**src/rtl/ladsr_pkg.sv**
```systemverilog
`timescale 1ns / 1ps
// ----------------------------------------------------------------------------
// ladsr_pkg
// Shared types and constants for the linear ADSR envelope block.
// ----------------------------------------------------------------------------
package ladsr_pkg;

  // Default widths
  localparam int DEF_LEVEL_BITS = 16;
  localparam int DEF_TIME_BITS  = 24;

  // Config write data bus width (covers the widest register)
  localparam int CFG_DATA_BITS = 32;

  // Register reset values
  localparam int ATTACK_RST  = 480;
  localparam int DECAY_RST   = 4800;
  localparam int SUSTAIN_RST = 45875;
  localparam int RELEASE_RST = 9600;

  typedef enum logic [1:0] {
    OP_TICK     = 2'd0,
    OP_NOTE_ON  = 2'd1,
    OP_NOTE_OFF = 2'd2,
    OP_RESET    = 2'd3
  } op_e;

  typedef enum logic [1:0] {
    CFG_ATTACK  = 2'd0,
    CFG_DECAY   = 2'd1,
    CFG_SUSTAIN = 2'd2,
    CFG_RELEASE = 2'd3
  } cfg_idx_e;

  typedef enum logic [2:0] {
    ST_OFF     = 3'd0,
    ST_ATTACK  = 3'd1,
    ST_DECAY   = 3'd2,
    ST_SUSTAIN = 3'd3,
    ST_RELEASE = 3'd4
  } stage_e;

  typedef enum logic [2:0] {
    CS_IDLE,
    CS_PREP,
    CS_DIV_INIT,
    CS_DIV,
    CS_APPLY,
    CS_GAIN,
    CS_OUT
  } ctrl_state_e;

  // Controller -> datapath
  typedef struct packed {
    logic start;     // request accepted this cycle
    logic prep;      // load step product, settle non-dividing cases
    logic div_init;  // load divider from product
    logic div_step;  // one quotient bit
    logic apply;     // commit quotient to envelope state
    logic mul_gain;  // load level * velocity product
    logic load_out;  // fill output register
  } ctrl_cmd_t;

  // Datapath -> controller
  typedef struct packed {
    logic need_div;
    logic div_done;
  } ctrl_status_t;

endpackage

```
**src/rtl/ladsr_ctrl.sv**
```systemverilog
`timescale 1ns / 1ps
// ----------------------------------------------------------------------------
// ladsr_ctrl
// Sequencer for the envelope datapath and output register handshake.
// ----------------------------------------------------------------------------
module ladsr_ctrl (
  input  logic                   clk_i,
  input  logic                   rst_ni,
  input  logic                   in_valid_i,
  output logic                   in_stall_o,
  output logic                   out_valid_o,
  input  logic                   out_stall_i,
  input  ladsr_pkg::ctrl_status_t status_i,
  output ladsr_pkg::ctrl_cmd_t    cmd_o
);

  ladsr_pkg::ctrl_state_e state_q, state_d;
  logic                   out_valid_q, out_valid_d;
  logic                   out_free;

  assign out_free = !out_valid_q || !out_stall_i;

  // Next state
  always_comb begin
    state_d = state_q;
    unique case (state_q)
      ladsr_pkg::CS_IDLE: begin
        if (in_valid_i) state_d = ladsr_pkg::CS_PREP;
      end
      ladsr_pkg::CS_PREP: begin
        state_d = status_i.need_div ? ladsr_pkg::CS_DIV_INIT : ladsr_pkg::CS_GAIN;
      end
      ladsr_pkg::CS_DIV_INIT: state_d = ladsr_pkg::CS_DIV;
      ladsr_pkg::CS_DIV: begin
        if (status_i.div_done) state_d = ladsr_pkg::CS_APPLY;
      end
      ladsr_pkg::CS_APPLY: state_d = ladsr_pkg::CS_GAIN;
      ladsr_pkg::CS_GAIN:  state_d = ladsr_pkg::CS_OUT;
      ladsr_pkg::CS_OUT: begin
        if (out_free) state_d = ladsr_pkg::CS_IDLE;
      end
      default: state_d = ladsr_pkg::CS_IDLE;
    endcase
  end

  // Commands
  always_comb begin
    cmd_o = '0;
    unique case (state_q)
      ladsr_pkg::CS_IDLE:     cmd_o.start    = in_valid_i;
      ladsr_pkg::CS_PREP:     cmd_o.prep     = 1'b1;
      ladsr_pkg::CS_DIV_INIT: cmd_o.div_init = 1'b1;
      ladsr_pkg::CS_DIV:      cmd_o.div_step = !status_i.div_done;
      ladsr_pkg::CS_APPLY:    cmd_o.apply    = 1'b1;
      ladsr_pkg::CS_GAIN:     cmd_o.mul_gain = 1'b1;
      ladsr_pkg::CS_OUT:      cmd_o.load_out = out_free;
      default:                cmd_o        = '0;
    endcase
  end

  always_comb begin
    out_valid_d = out_valid_q;
    if (cmd_o.load_out) begin
      out_valid_d = 1'b1;
    end else if (out_valid_q && !out_stall_i) begin
      out_valid_d = 1'b0;
    end
  end

  always_ff @(posedge clk_i or negedge rst_ni) begin
    if (!rst_ni) begin
      state_q     <= ladsr_pkg::CS_IDLE;
      out_valid_q <= 1'b0;
    end else begin
      state_q     <= state_d;
      out_valid_q <= out_valid_d;
    end
  end

  assign in_stall_o  = (state_q != ladsr_pkg::CS_IDLE);
  assign out_valid_o = out_valid_q;

  // Never overwrite a result that is still being held
  a_no_overwrite: assert property (@(posedge clk_i) disable iff (!rst_ni)
    !(cmd_o.load_out && out_valid_q && out_stall_i))
    else $error("output register overwritten while stalled");

  // A loaded result is presented on the next cycle
  a_load_shows: assert property (@(posedge clk_i) disable iff (!rst_ni)
    cmd_o.load_out |=> out_valid_q)
    else $error("loaded result not presented");

  // An accepted request always starts with the prep step
  a_accept_prep: assert property (@(posedge clk_i) disable iff (!rst_ni)
    (state_q == ladsr_pkg::CS_IDLE && in_valid_i) |=> state_q == ladsr_pkg::CS_PREP)
    else $error("accepted request did not enter prep");

  // Quotient is committed only after the divider finished
  a_apply_after_div: assert property (@(posedge clk_i) disable iff (!rst_ni)
    (state_q == ladsr_pkg::CS_APPLY) |-> $past(status_i.div_done))
    else $error("apply before division done");

endmodule

```
**src/rtl/ladsr_dp.sv**
```systemverilog
`timescale 1ns / 1ps
// ----------------------------------------------------------------------------
// ladsr_dp
// Envelope state, config registers, shared multiplier, radix-2 divider and
// output register.
// ----------------------------------------------------------------------------
module ladsr_dp #(
  parameter int LEVEL_BITS = ladsr_pkg::DEF_LEVEL_BITS,
  parameter int TIME_BITS  = ladsr_pkg::DEF_TIME_BITS
) (
  input  logic                              clk_i,
  input  logic                              rst_ni,
  input  ladsr_pkg::ctrl_cmd_t              cmd_i,
  output ladsr_pkg::ctrl_status_t           status_o,
  input  logic                              cfg_valid_i,
  input  logic [1:0]                        cfg_index_i,
  input  logic [ladsr_pkg::CFG_DATA_BITS-1:0] cfg_data_i,
  input  logic [1:0]                        operation_i,
  input  logic [LEVEL_BITS-1:0]             note_velocity_i,
  output logic [LEVEL_BITS-1:0]             env_level_o,
  output logic [LEVEL_BITS-1:0]             voice_gain_o,
  output logic [2:0]                        env_stage_o,
  output logic                              voice_active_o
);

  localparam int L  = LEVEL_BITS;
  localparam int T  = TIME_BITS;
  localparam int MB = (L > T) ? L : T;     // multiplier B operand width
  localparam int PW = L + MB;              // product width
  localparam int N  = L + T;               // dividend width
  localparam int CW = $clog2(N + 1);
  localparam logic [L-1:0] FULL     = '1;
  localparam logic [T-1:0] TIME_MAX = '1;
  localparam int SILENCE_I = ((2 ** L) - 1) / 1000;
  localparam logic [L-1:0] SILENCE  = L'(SILENCE_I);
  localparam logic [CW-1:0] DIV_CNT = CW'(N);

  // Config registers
  logic [T-1:0] attack_q, decay_q, release_q;
  logic [L-1:0] sustain_q;

  // Envelope state
  ladsr_pkg::stage_e stage_q, stage_d;
  logic [L-1:0] level_q, level_d;
  logic [T-1:0] elapsed_q, elapsed_d;
  logic [L-1:0] rel_start_q, rel_start_d;
  logic [L-1:0] vel_q, vel_d;
  logic         active_q, active_d;
  logic         tick_q, tick_d;

  // Arithmetic
  logic [L-1:0]  mul_a;
  logic [MB-1:0] mul_b;
  logic [PW-1:0] mul_q;
  logic [N-1:0]  quo_q;
  logic [T-1:0]  rem_q;
  logic [CW-1:0] cnt_q;
  logic [T-1:0]  divisor;
  logic [T:0]    rem_sh;
  logic          rem_ge;
  logic [L-1:0]  span;
  logic          rel_live;
  logic          need_div;
  logic [L-1:0]  dec_drop, dec_lvl;

  // Output register
  logic [L-1:0] out_level_q, out_gain_q;
  logic [2:0]   out_stage_q;
  logic         out_active_q;

  assign span     = FULL - sustain_q;
  assign rel_live = (elapsed_q < release_q);

  always_comb begin
    need_div = 1'b0;
    divisor  = release_q;
    mul_a    = rel_start_q;
    mul_b    = MB'(release_q - elapsed_q);
    unique case (stage_q)
      ladsr_pkg::ST_ATTACK: begin
        need_div = (attack_q != '0);
        divisor  = attack_q;
        mul_a    = FULL;
        mul_b    = MB'(elapsed_q);
      end
      ladsr_pkg::ST_DECAY: begin
        need_div = (decay_q != '0);
        divisor  = decay_q;
        mul_a    = span;
        mul_b    = MB'(elapsed_q);
      end
      ladsr_pkg::ST_RELEASE: begin
        need_div = (release_q != '0) && rel_live;
      end
      default: need_div = 1'b0;
    endcase
    if (cmd_i.mul_gain) begin
      mul_a = level_q;
      mul_b = MB'(vel_q);
    end
  end

  assign status_o.need_div = need_div && tick_q;
  assign status_o.div_done = (cnt_q == '0);

  // Restoring division step
  assign rem_sh = {rem_q, quo_q[N-1]};
  assign rem_ge = (rem_sh >= {1'b0, divisor});

  // Decay level from quotient, clamped to the span
  assign dec_drop = (quo_q > N'(span)) ? span : quo_q[L-1:0];
  assign dec_lvl  = FULL - dec_drop;

  always_comb begin
    stage_d     = stage_q;
    level_d     = level_q;
    elapsed_d   = elapsed_q;
    rel_start_d = rel_start_q;
    vel_d       = vel_q;
    active_d    = active_q;
    tick_d      = tick_q;
    if (cmd_i.start) begin
      tick_d = 1'b0;
      unique case (ladsr_pkg::op_e'(operation_i))
        ladsr_pkg::OP_TICK: begin
          tick_d = active_q;
          if (active_q && (elapsed_q != TIME_MAX)) elapsed_d = elapsed_q + 1'b1;
        end
        ladsr_pkg::OP_NOTE_ON: begin
          active_d    = 1'b1;
          vel_d       = note_velocity_i;
          stage_d     = ladsr_pkg::ST_ATTACK;
          level_d     = '0;
          elapsed_d   = '0;
          rel_start_d = '0;
        end
        ladsr_pkg::OP_NOTE_OFF: begin
          if (active_q) begin
            rel_start_d = level_q;
            stage_d     = ladsr_pkg::ST_RELEASE;
            elapsed_d   = '0;
          end
        end
        ladsr_pkg::OP_RESET: begin
          stage_d     = ladsr_pkg::ST_OFF;
          level_d     = '0;
          elapsed_d   = '0;
          rel_start_d = '0;
          vel_d       = '0;
          active_d    = 1'b0;
        end
      endcase
    end else if (cmd_i.prep && tick_q && !need_div) begin
      // zero durations, sustain hold and end of release
      unique case (stage_q)
        ladsr_pkg::ST_ATTACK: begin
          level_d   = FULL;
          stage_d   = ladsr_pkg::ST_DECAY;
          elapsed_d = '0;
        end
        ladsr_pkg::ST_DECAY: begin
          level_d   = sustain_q;
          stage_d   = ladsr_pkg::ST_SUSTAIN;
          elapsed_d = '0;
        end
        ladsr_pkg::ST_SUSTAIN: level_d = sustain_q;
        ladsr_pkg::ST_RELEASE: begin
          level_d  = '0;
          active_d = 1'b0;
          stage_d  = ladsr_pkg::ST_OFF;
        end
        default: level_d = '0;
      endcase
    end else if (cmd_i.apply) begin
      unique case (stage_q)
        ladsr_pkg::ST_ATTACK: begin
          if (quo_q >= N'(FULL)) begin
            level_d   = FULL;
            stage_d   = ladsr_pkg::ST_DECAY;
            elapsed_d = '0;
          end else begin
            level_d = quo_q[L-1:0];
          end
        end
        ladsr_pkg::ST_DECAY: begin
          if (dec_lvl <= sustain_q) begin
            level_d   = sustain_q;
            stage_d   = ladsr_pkg::ST_SUSTAIN;
            elapsed_d = '0;
          end else begin
            level_d = dec_lvl;
          end
        end
        default: begin
          // release: quotient stays below the start level
          if (quo_q[L-1:0] <= SILENCE) begin
            level_d  = '0;
            active_d = 1'b0;
            stage_d  = ladsr_pkg::ST_OFF;
          end else begin
            level_d = quo_q[L-1:0];
          end
        end
      endcase
    end
  end

  always_ff @(posedge clk_i or negedge rst_ni) begin
    if (!rst_ni) begin
      attack_q    <= T'(ladsr_pkg::ATTACK_RST);
      decay_q     <= T'(ladsr_pkg::DECAY_RST);
      sustain_q   <= L'(ladsr_pkg::SUSTAIN_RST);
      release_q   <= T'(ladsr_pkg::RELEASE_RST);
      stage_q     <= ladsr_pkg::ST_OFF;
      level_q     <= '0;
      elapsed_q   <= '0;
      rel_start_q <= '0;
      vel_q       <= '0;
      active_q    <= 1'b0;
      tick_q      <= 1'b0;
      cnt_q       <= '0;
    end else begin
      if (cfg_valid_i) begin
        unique case (ladsr_pkg::cfg_idx_e'(cfg_index_i))
          ladsr_pkg::CFG_ATTACK:  attack_q  <= cfg_data_i[T-1:0];
          ladsr_pkg::CFG_DECAY:   decay_q   <= cfg_data_i[T-1:0];
          ladsr_pkg::CFG_SUSTAIN: sustain_q <= cfg_data_i[L-1:0];
          ladsr_pkg::CFG_RELEASE: release_q <= cfg_data_i[T-1:0];
        endcase
      end
      stage_q     <= stage_d;
      level_q     <= level_d;
      elapsed_q   <= elapsed_d;
      rel_start_q <= rel_start_d;
      vel_q       <= vel_d;
      active_q    <= active_d;
      tick_q      <= tick_d;
      if (cmd_i.div_init) begin
        cnt_q <= DIV_CNT;
      end else if (cmd_i.div_step) begin
        cnt_q <= cnt_q - 1'b1;
      end
    end
  end

  // Multiplier, divider and output payload
  always_ff @(posedge clk_i) begin
    if (cmd_i.prep || cmd_i.mul_gain) begin
      mul_q <= PW'(mul_a) * PW'(mul_b);
    end
    if (cmd_i.div_init) begin
      quo_q <= mul_q[N-1:0];
      rem_q <= '0;
    end else if (cmd_i.div_step) begin
      if (rem_ge) begin
        rem_q <= T'(rem_sh - {1'b0, divisor});
        quo_q <= {quo_q[N-2:0], 1'b1};
      end else begin
        rem_q <= rem_sh[T-1:0];
        quo_q <= {quo_q[N-2:0], 1'b0};
      end
    end
    if (cmd_i.load_out) begin
      out_level_q  <= level_q;
      out_gain_q   <= mul_q[2*L-1:L];
      out_stage_q  <= stage_q;
      out_active_q <= active_q;
    end
  end

  assign env_level_o    = out_level_q;
  assign voice_gain_o   = out_gain_q;
  assign env_stage_o    = out_stage_q;
  assign voice_active_o = out_active_q;

endmodule

```
**src/rtl/linear_adsr_envelope.sv**
```systemverilog
`timescale 1ns / 1ps
// ----------------------------------------------------------------------------
// linear_adsr_envelope
// Linear attack/decay/sustain/release envelope of one synth voice.
// ----------------------------------------------------------------------------
// Each request (sample tick, note on, note off or reset) yields one result:
// level, gain = (level * velocity) >> LEVEL_BITS, stage and active flag.
// Ticks in attack or decay with a nonzero duration, or in an unfinished
// release, go through the radix-2 restoring divider, which retires one
// quotient bit per cycle. A new request is taken as soon as the previous
// one has been moved into the output register, so the next one runs while
// a result waits to be taken.
// Config writes are accepted every cycle (cfg_ready_o is tied high) and
// must only be issued while the block is idle.
// ----------------------------------------------------------------------------
module linear_adsr_envelope #(
  parameter int LEVEL_BITS = ladsr_pkg::DEF_LEVEL_BITS,
  parameter int TIME_BITS  = ladsr_pkg::DEF_TIME_BITS
) (
  input  logic                                clk_i,
  input  logic                                rst_ni,
  // request channel
  input  logic                                in_valid_i,
  output logic                                in_stall_o,
  input  logic [1:0]                          operation_i,
  input  logic [LEVEL_BITS-1:0]               note_velocity_i,
  // result channel
  output logic                                out_valid_o,
  input  logic                                out_stall_i,
  output logic [LEVEL_BITS-1:0]               env_level_o,
  output logic [LEVEL_BITS-1:0]               voice_gain_o,
  output logic [2:0]                          env_stage_o,
  output logic                                voice_active_o,
  // config write channel
  input  logic                                cfg_valid_i,
  output logic                                cfg_ready_o,
  input  logic [1:0]                          cfg_index_i,
  input  logic [ladsr_pkg::CFG_DATA_BITS-1:0] cfg_data_i
);

  ladsr_pkg::ctrl_cmd_t    cmd;
  ladsr_pkg::ctrl_status_t status;

  assign cfg_ready_o = 1'b1;

  // sequencer: handshakes and step order
  ladsr_ctrl u_ctrl (
    .clk_i       (clk_i),
    .rst_ni      (rst_ni),
    .in_valid_i  (in_valid_i),
    .in_stall_o  (in_stall_o),
    .out_valid_o (out_valid_o),
    .out_stall_i (out_stall_i),
    .status_i    (status),
    .cmd_o       (cmd)
  );

  // envelope state, multiply/divide and output register
  ladsr_dp #(
    .LEVEL_BITS (LEVEL_BITS),
    .TIME_BITS  (TIME_BITS)
  ) u_dp (
    .clk_i           (clk_i),
    .rst_ni          (rst_ni),
    .cmd_i           (cmd),
    .status_o        (status),
    .cfg_valid_i     (cfg_valid_i),
    .cfg_index_i     (cfg_index_i),
    .cfg_data_i      (cfg_data_i),
    .operation_i     (operation_i),
    .note_velocity_i (note_velocity_i),
    .env_level_o     (env_level_o),
    .voice_gain_o    (voice_gain_o),
    .env_stage_o     (env_stage_o),
    .voice_active_o  (voice_active_o)
  );

endmodule
```
**config.mk**
```make
export PLATFORM = sky130hd
export DESIGN_NAME = linear_adsr_envelope
export DESIGN_NICKNAME = d
export VERILOG_FILES = /design/src/rtl/ladsr_pkg.sv /design/src/rtl/ladsr_ctrl.sv /design/src/rtl/ladsr_dp.sv /design/src/rtl/linear_adsr_envelope.sv
export SDC_FILE = /design/constraint.sdc
export NUM_CORES = 2
export LEC_CHECK = 0
export BUFFER_PORTS_ARGS = -buffer_cell sky130_fd_sc_hd__buf_2
export CELL_PAD_IN_SITES_DETAIL_PLACEMENT = 0
export CELL_PAD_IN_SITES_GLOBAL_PLACEMENT = 1
export CORE_ASPECT_RATIO = 0.8
export CORE_MARGIN = 1
export CORE_UTILIZATION = 54
export CTS_CLUSTER_DIAMETER = 120
export DETAILED_ROUTE_END_ITERATION = 12
export GPL_ROUTABILITY_DRIVEN = 0
export PLACE_DENSITY_LB_ADDON = 0.25
export SYNTH_ARGS = -nofsm -noshare
export SYNTH_HDL_FRONTEND = slang
export SYNTH_SLANG_ARGS = --single-unit
```
**constraint.sdc**
```tcl
create_clock -name clk_i -period 28 [get_ports clk_i]
set_clock_uncertainty 0.2 [all_clocks]
set_input_delay 1.4 -clock clk_i [delete_from_list [all_inputs] [get_ports clk_i]]
set_output_delay 1.4 -clock clk_i [all_outputs]
set_load 0.02 [all_outputs]
```
After elaboration in Yosys (flattened, before gate mapping)
Index checks and enable logic that the tools add are counted.
Widths: inputs -> output; s select.
Storage, ports and cells
  flip-flop bits (word level): 315
  input bits: 57
  logic and storage cells: 175
Operators by class
  add/subtract/negate cells: 6
  multipliers: 1
  magnitude comparators: 6
  equality and inequality tests: 32
  mux-type cells: 67
  reductions and logical operators: 42
Operators with widths (count)
  $mux 24: 11
  $mux 16: 10
  $pmux 16 s2: 5
  $pmux 24 s2: 2
  $mux 40: 2
  $pmux 24 s3: 1
  $reduce_bool 24->1: 3
  $sub 24x24->24: 2
  $ge 40x16->1 const B: 1
  $gt 40x16->1: 1
  $mul 16x24->40: 1
  $mux 3: 11
  $sub 16x16->16 const A: 2
  $ge 25x24->1: 1
  $add 24x1->24 const B: 1
  $lt 24x24->1: 1
  $ne 24x24->1 const B: 1
  $pmux 3 s7: 1
  $pmux 3 s3: 2
  $mux 1: 17
  $le 16x16->1: 1
  $le 16x7->1 const B: 1
  $reduce_and 7->1: 2
  $eq 3x2->1 const B: 4
  other kinds (31): 70

Depth between registers and ports, before layout
  word-level depth: 10
  gate-level depth with buffers: 36
  mapped depth without buffers: 35

Hierarchy
Synthesis repeated with hierarchy kept, for this count alone.
Unflattened totals
  cells, all modules: 3144
  area total of the unflattened synthesis: 29961.2 sq um
By module, submodules not included
  ladsr_dp: times used 1, cells each 3108, area an instance 29669.7 sq um, sequential area each 8269.2 sq um
  ladsr_ctrl: times used 1, cells each 34, area an instance 280.3 sq um, sequential area each 100.1 sq um
  linear_adsr_envelope: times used 1, cells each 2, area an instance 11.3 sq um, sequential area each 0.0 sq um

Least setup slack after synthesis
No wires, ideal clock.
  path type: reg2reg
  start point: register u_ctrl.state_q[0]
  end point: register u_dp.mul_q[39] (data pin)
  library setup time: 0.260 ns
  arrival time: 9.358 ns
  required time: 27.540 ns
  slack: 18.182 ns
  stages on the path, launching flop included: 29
  cell sequence: dfrtp_1 > inv_1 > nor2_1 > nand2_1 > clkbuf_1 > buf_1 > clkbuf_1 > a21oi_1 > nand2_1 > fa_1 > fa_1 > fa_1 > fa_1 > inv_1 > fa_1 > inv_1 > fa_1 > inv_1 > ha_1 > o21a_1 > o211ai_1 > a21o_1 > a21oi_1 > o311ai_1 > o22ai_1 > a41o_1 > a211o_1 > a21oi_1 > xnor2_1
Between the ends
  longest elaborated chain between the ends: 4
  elaborated cells between the ends (all ways): 5
  classes of those cells: mul: 1; eq/ne: 1; mux: 3
Ends and longest elaborated chain
  from (decl): line ladsr_ctrl.sv:17  | ladsr_pkg::ctrl_state_e state_q, state_d;
  from (signal assigned): line ladsr_ctrl.sv:72  | state_q <= ladsr_pkg::CS_IDLE;
  from (signal assigned): line ladsr_ctrl.sv:75  | state_q <= state_d;
  $eq 3x3->1 (*): line ladsr_ctrl.sv:49  | unique case (state_q)
  $mux 1 (*): line ladsr_ctrl.sv:49
  $mux 16 or $mux 24 (tied branches): line ladsr_dp.sv:97  | if (cmd_i.mul_gain) begin
  $mul 16x24->40 (*): line ladsr_dp.sv:249  | mul_q <= PW'(mul_a) * PW'(mul_b);
  to (signal assigned): line ladsr_dp.sv:249
  to (decl): line ladsr_dp.sv:54  | logic [PW-1:0] mul_q;
Every way passes the cells marked *; elsewhere a longest branch is shown, timed or not.
A chain may end at the register's enable or synchronous reset.

Final worst setup path
  start point: register u_dp.stage_q[1]
  end point: register u_dp.mul_q[39] (data pin)
Between the ends
  longest elaborated chain between the ends: 5
  elaborated cells between the ends (all ways): 8
  classes of those cells: mul: 1; eq/ne: 2; mux: 4; reduce/logical: 1
Ends and longest elaborated chain
  from (decl): line ladsr_dp.sv:43  | ladsr_pkg::stage_e stage_q, stage_d;
  from (signal assigned): line ladsr_dp.sv:214  | stage_q <= ladsr_pkg::ST_OFF;
  from (signal assigned): line ladsr_dp.sv:231  | stage_q <= stage_d;
  $eq 3x1->1 or $eq 3x2->1 (tied branches): line ladsr_dp.sv:79  | unique case (stage_q)
  $reduce_or 2->1 (no source line)
  $mux 24: line ladsr_dp.sv:79
  $mux 24: line ladsr_dp.sv:97
  $mul 16x24->40 (*): line ladsr_dp.sv:249
Marks and branches as above.

==> reports/summary.json <==
{
  "sta": {
    "rsz0062_at_grt": "no",
    "maxSlewHeadroom": 0.106,
    "finalHoldViolations": 0,
    "timing.final.setup_violations": 0,
    "finalCritPeriodShare": 0.389,
    "finalMaxSlewViolations": 0,
    "max_clock_freq_ghz": 0.0917,
    "worst_slew_pin_slew_ns": 1.34,
    "setup_tns_ns": 0,
    "fin_hold_ws_ns": 0.251,
    "final_critical_path_required_period_ns": 10.90
  },
  "grt": {
    "first_global_vias": 23587,
    "grt_util_all_layers": 0.327,
    "globalRouteMet1Util": 0.468,
    "grt_use_met3": 0.0865,
    "grt_max_degree": 70,
    "antenna_violations_before_repair": 0,
    "first_pass_grt_wire_length_um": 139000,
    "grt-ovfl-total": 0,
    "met2_demand_to_capacity_share_in_global_routing": 0.485,
    "busiest_layer": "met2"
  },
  "finish": {
    "filler_cell_count": 4688,
    "layout.cells.non_filler": 3921,
    "layout.cells.most_common": "nand2_1",
    "multi_input_area_um2": 19200,
    "antenna_cells": 0,
    "areaGrowthSynthToFinish_pct": 8.03,
    "final_layout_size_suffix_gt1_frac": 0.108,
    "finalInstanceArea_um2": 31900,
    "most-common-layout-cells": "nand2_1 (468), inv_1 (383), fa_1 (308)",
    "fin_nets": 3751,
    "area_taken_by_flip_flops_and_latches_um2": 8370
  },
  "worst_setup_path": {
    "r2r_setup_slack_ns": 17.10,
    "worst-r2r-cell-count": 29,
    "critPathKind": "flip-flop to flip-flop",
    "slowest_stage": "nor2b_1",
    "cp_data_arrival_time_ns": 11.02,
    "critPathMaxFanout": 62,
    "launch_point_of_the_worst_reg_to_reg_path": "u_dp.stage_q[1]",
    "worstSetupStartpointType": "flip-flop",
    "crit_path_end_kind": "flip-flop",
    "cp.required_ns": 28.12,
    "critical_path.reg2reg.endpoint": "u_dp.mul_q[39]",
    "crit_path_frequent_cell": "fa_1",
    "timing.critical_path.slowest_cell_delay_ns": 1.07
  },
  "place": {
    "placement.cell_area_um2": 30600,
    "place.port_buffers": 86,
    "dp_hpwl_um": 67900,
    "place.detailed.instances": 3854
  },
  "logic_synthesis": {
    "ys_ff_latch": 315,
    "synth-edff-count": 116,
    "syn-num-nets": 3716,
    "post_synth.cell_area_avg_um2": 9.36,
    "yosys.cell_types.count": 82,
    "ys.warnings.count": 0,
    "dominantRegCellSynth": "dfrtp_1",
    "seq_area_frac_synth": 0.283,
    "post_synth_instance_area_um2": 29500,
    "synthCells": 3156,
    "synth-async-reset-ratio": 0.556
  },
  "routing": {
    "drt_wl_total_um": 88800,
    "drc": 0,
    "detailroute.via_count": 23738,
    "route.detailed.vias_per_inst": 6.05,
    "wl_per_cell_um": 22.6,
    "antenna_left": 0,
    "dr.first_iter.drc_count": 2561,
    "drt_first_pass_iters": 6
  },
  "clock_network": {
    "tritoncts_num_sinks": 315,
    "postCtsSetupRepairBufs": 0,
    "clk_latency_ns": 0.58,
    "ctsRootBufferMaster": "clkbuf_16",
    "htree_levels": 2,
    "clock_tree_from_tritoncts": "built",
    "clk_transition_reported_paths_ns": 0.06,
    "cts_hold_buf": 0,
    "number_of_buffers_on_the_longest_clock_path": 3,
    "cts_inserted_buffers": 37,
    "ctsResizeCount": 0
  },
  "job": {
    "cap_violations": 0
  },
  "die": {
    "initial_utilization": 0.548,
    "core_um2": 53900,
    "chipHeight_um": 211,
    "dieWidth_um": 263,
    "top_level_ports": 96,
    "core.rowCount": 76,
    "design.die.area_um2": 55600
  },
  "min_path": {
    "startpoint_of_the_lowest_slack_hold_path": "u_dp.rem_q[23]",
    "hp-class": "flip-flop to flip-flop",
    "hold_path_depth": 1,
    "hold_end": "u_dp.rem_q[23]"
  },
  "run_status": {
    "status": "finished, final reports clean"
  }
}
## registers in the layout, summed over array words and instances (netlist names), 6 cells and up
register	cells
u_dp.mul_q	40
u_dp.quo_q	40
u_dp.attack_q	24
u_dp.decay_q	24
u_dp.elapsed_q	24
u_dp.release_q	24
u_dp.rem_q	24
u_dp.env_level_o	16
u_dp.level_q	16
u_dp.rel_start_q	16
u_dp.sustain_q	16
u_dp.vel_q	16
u_dp.voice_gain_o	16
u_dp.cnt_q	6
## cell type report
| class | instances | share of cell area |
|---|---|---|
| Inverter | 383 | 0.0451 |
| Clock inverter | 17 | 0.00635 |
| Clock buffer | 50 | 0.0331 |
| Timing Repair Buffer | 124 | 0.0226 |
| Sequential cell | 315 | 0.262 |
| Tap cell | 702 | 0.0275 |
| Multi-Input combinational cell | 2330 | 0.603 |
## metal layers
metal  share of wire  vias up
met5               0        -
met3            0.11      155
met1            0.43    11771
li1                -    10680
met4           0.030        0
met2            0.43     1132
## stage by stage
step	setup slack [ns]	utilization
after floorplan	18.18	-
after global placement	17.43	0.568
after detailed placement	17.27	0.568
after CTS	17.22	0.592
after global routing	16.60	0.592
final	17.10	0.592
## worst max-delay path, delay by kind of cell, from the launching register on
kind,cells,cell delay (ns)
buf+inv,6,0.98
fa+ha+maj,7,3.10
xor+xnor,1,0.09
flops,1,0.45
compound gates,10,3.36
mux,1,1.05
simple gates,4,1.40
## cell families after synthesis
logic type                 synth area share
and+or+nand+nor                       0.154
AOI/OAI and AO/OA                     0.138
buffers and inverters                0.0668
muxes                                0.0439
adders and majority gates             0.291
DFF                                   0.283
xor gates and xnor gates             0.0222
other                              0.000127
## worst max-delay path by stage
stage	startpoint	to	slack, ns	cells past startpoint
final	u_dp.stage_q[1]	u_dp.mul_q[39]	17.10	29
after global routing	u_dp.stage_q[1]	u_dp.mul_q[39]	16.60	29
after CTS	u_dp.stage_q[1]	u_dp.mul_q[39]	17.22	29
after detailed placement	u_dp.stage_q[1]	u_dp.mul_q[39]	17.27	29
after global placement	u_dp.stage_q[1]	u_dp.mul_q[39]	17.43	29
after floorplan	u_ctrl.state_q[0]	u_dp.mul_q[39]	18.18	28
## cell usage after synthesis, types with 5 or more instances
master,count,area share
a21oi_1,172,0.029
or3_1,13,0.0028
dfxtp_1,24,0.016
nor2b_1,25,0.0053
dfstp_2,21,0.019
o31ai_1,5,0.0013
ha_1,195,0.083
nand2_1,470,0.060
edfxtp_1,116,0.12
o21bai_1,6,0.0015
or2_2,8,0.0017
a22o_1,42,0.012
fa_1,308,0.21
nand3_1,55,0.0093
nor3_1,40,0.0068
a211oi_1,11,0.0028
buf_1,6,0.00076
inv_1,383,0.049
o21a_1,22,0.0056
o221a_2,12,0.0046
o211ai_1,25,0.0064
dfrtp_1,154,0.13
and2_1,23,0.0049
and3_1,23,0.0049
o21ai_1,8,0.0014
xnor2_1,50,0.015
clkbuf_1,104,0.013
o21ai_0,146,0.025
buf_2,11,0.0019
nand2b_1,33,0.0070
o41ai_2,13,0.0072
a31oi_1,23,0.0049
xor2_1,25,0.0074
nor2_1,255,0.032
mux2i_1,27,0.0092
mux2_2,91,0.035
a21o_1,64,0.016
and4_1,12,0.0036
nor4_1,29,0.0061
o41ai_1,8,0.0024
nand4_1,21,0.0044
Power is not shown: default switching activity piles up to over one toggle a cycle in this logic, so the estimate is an artifact.
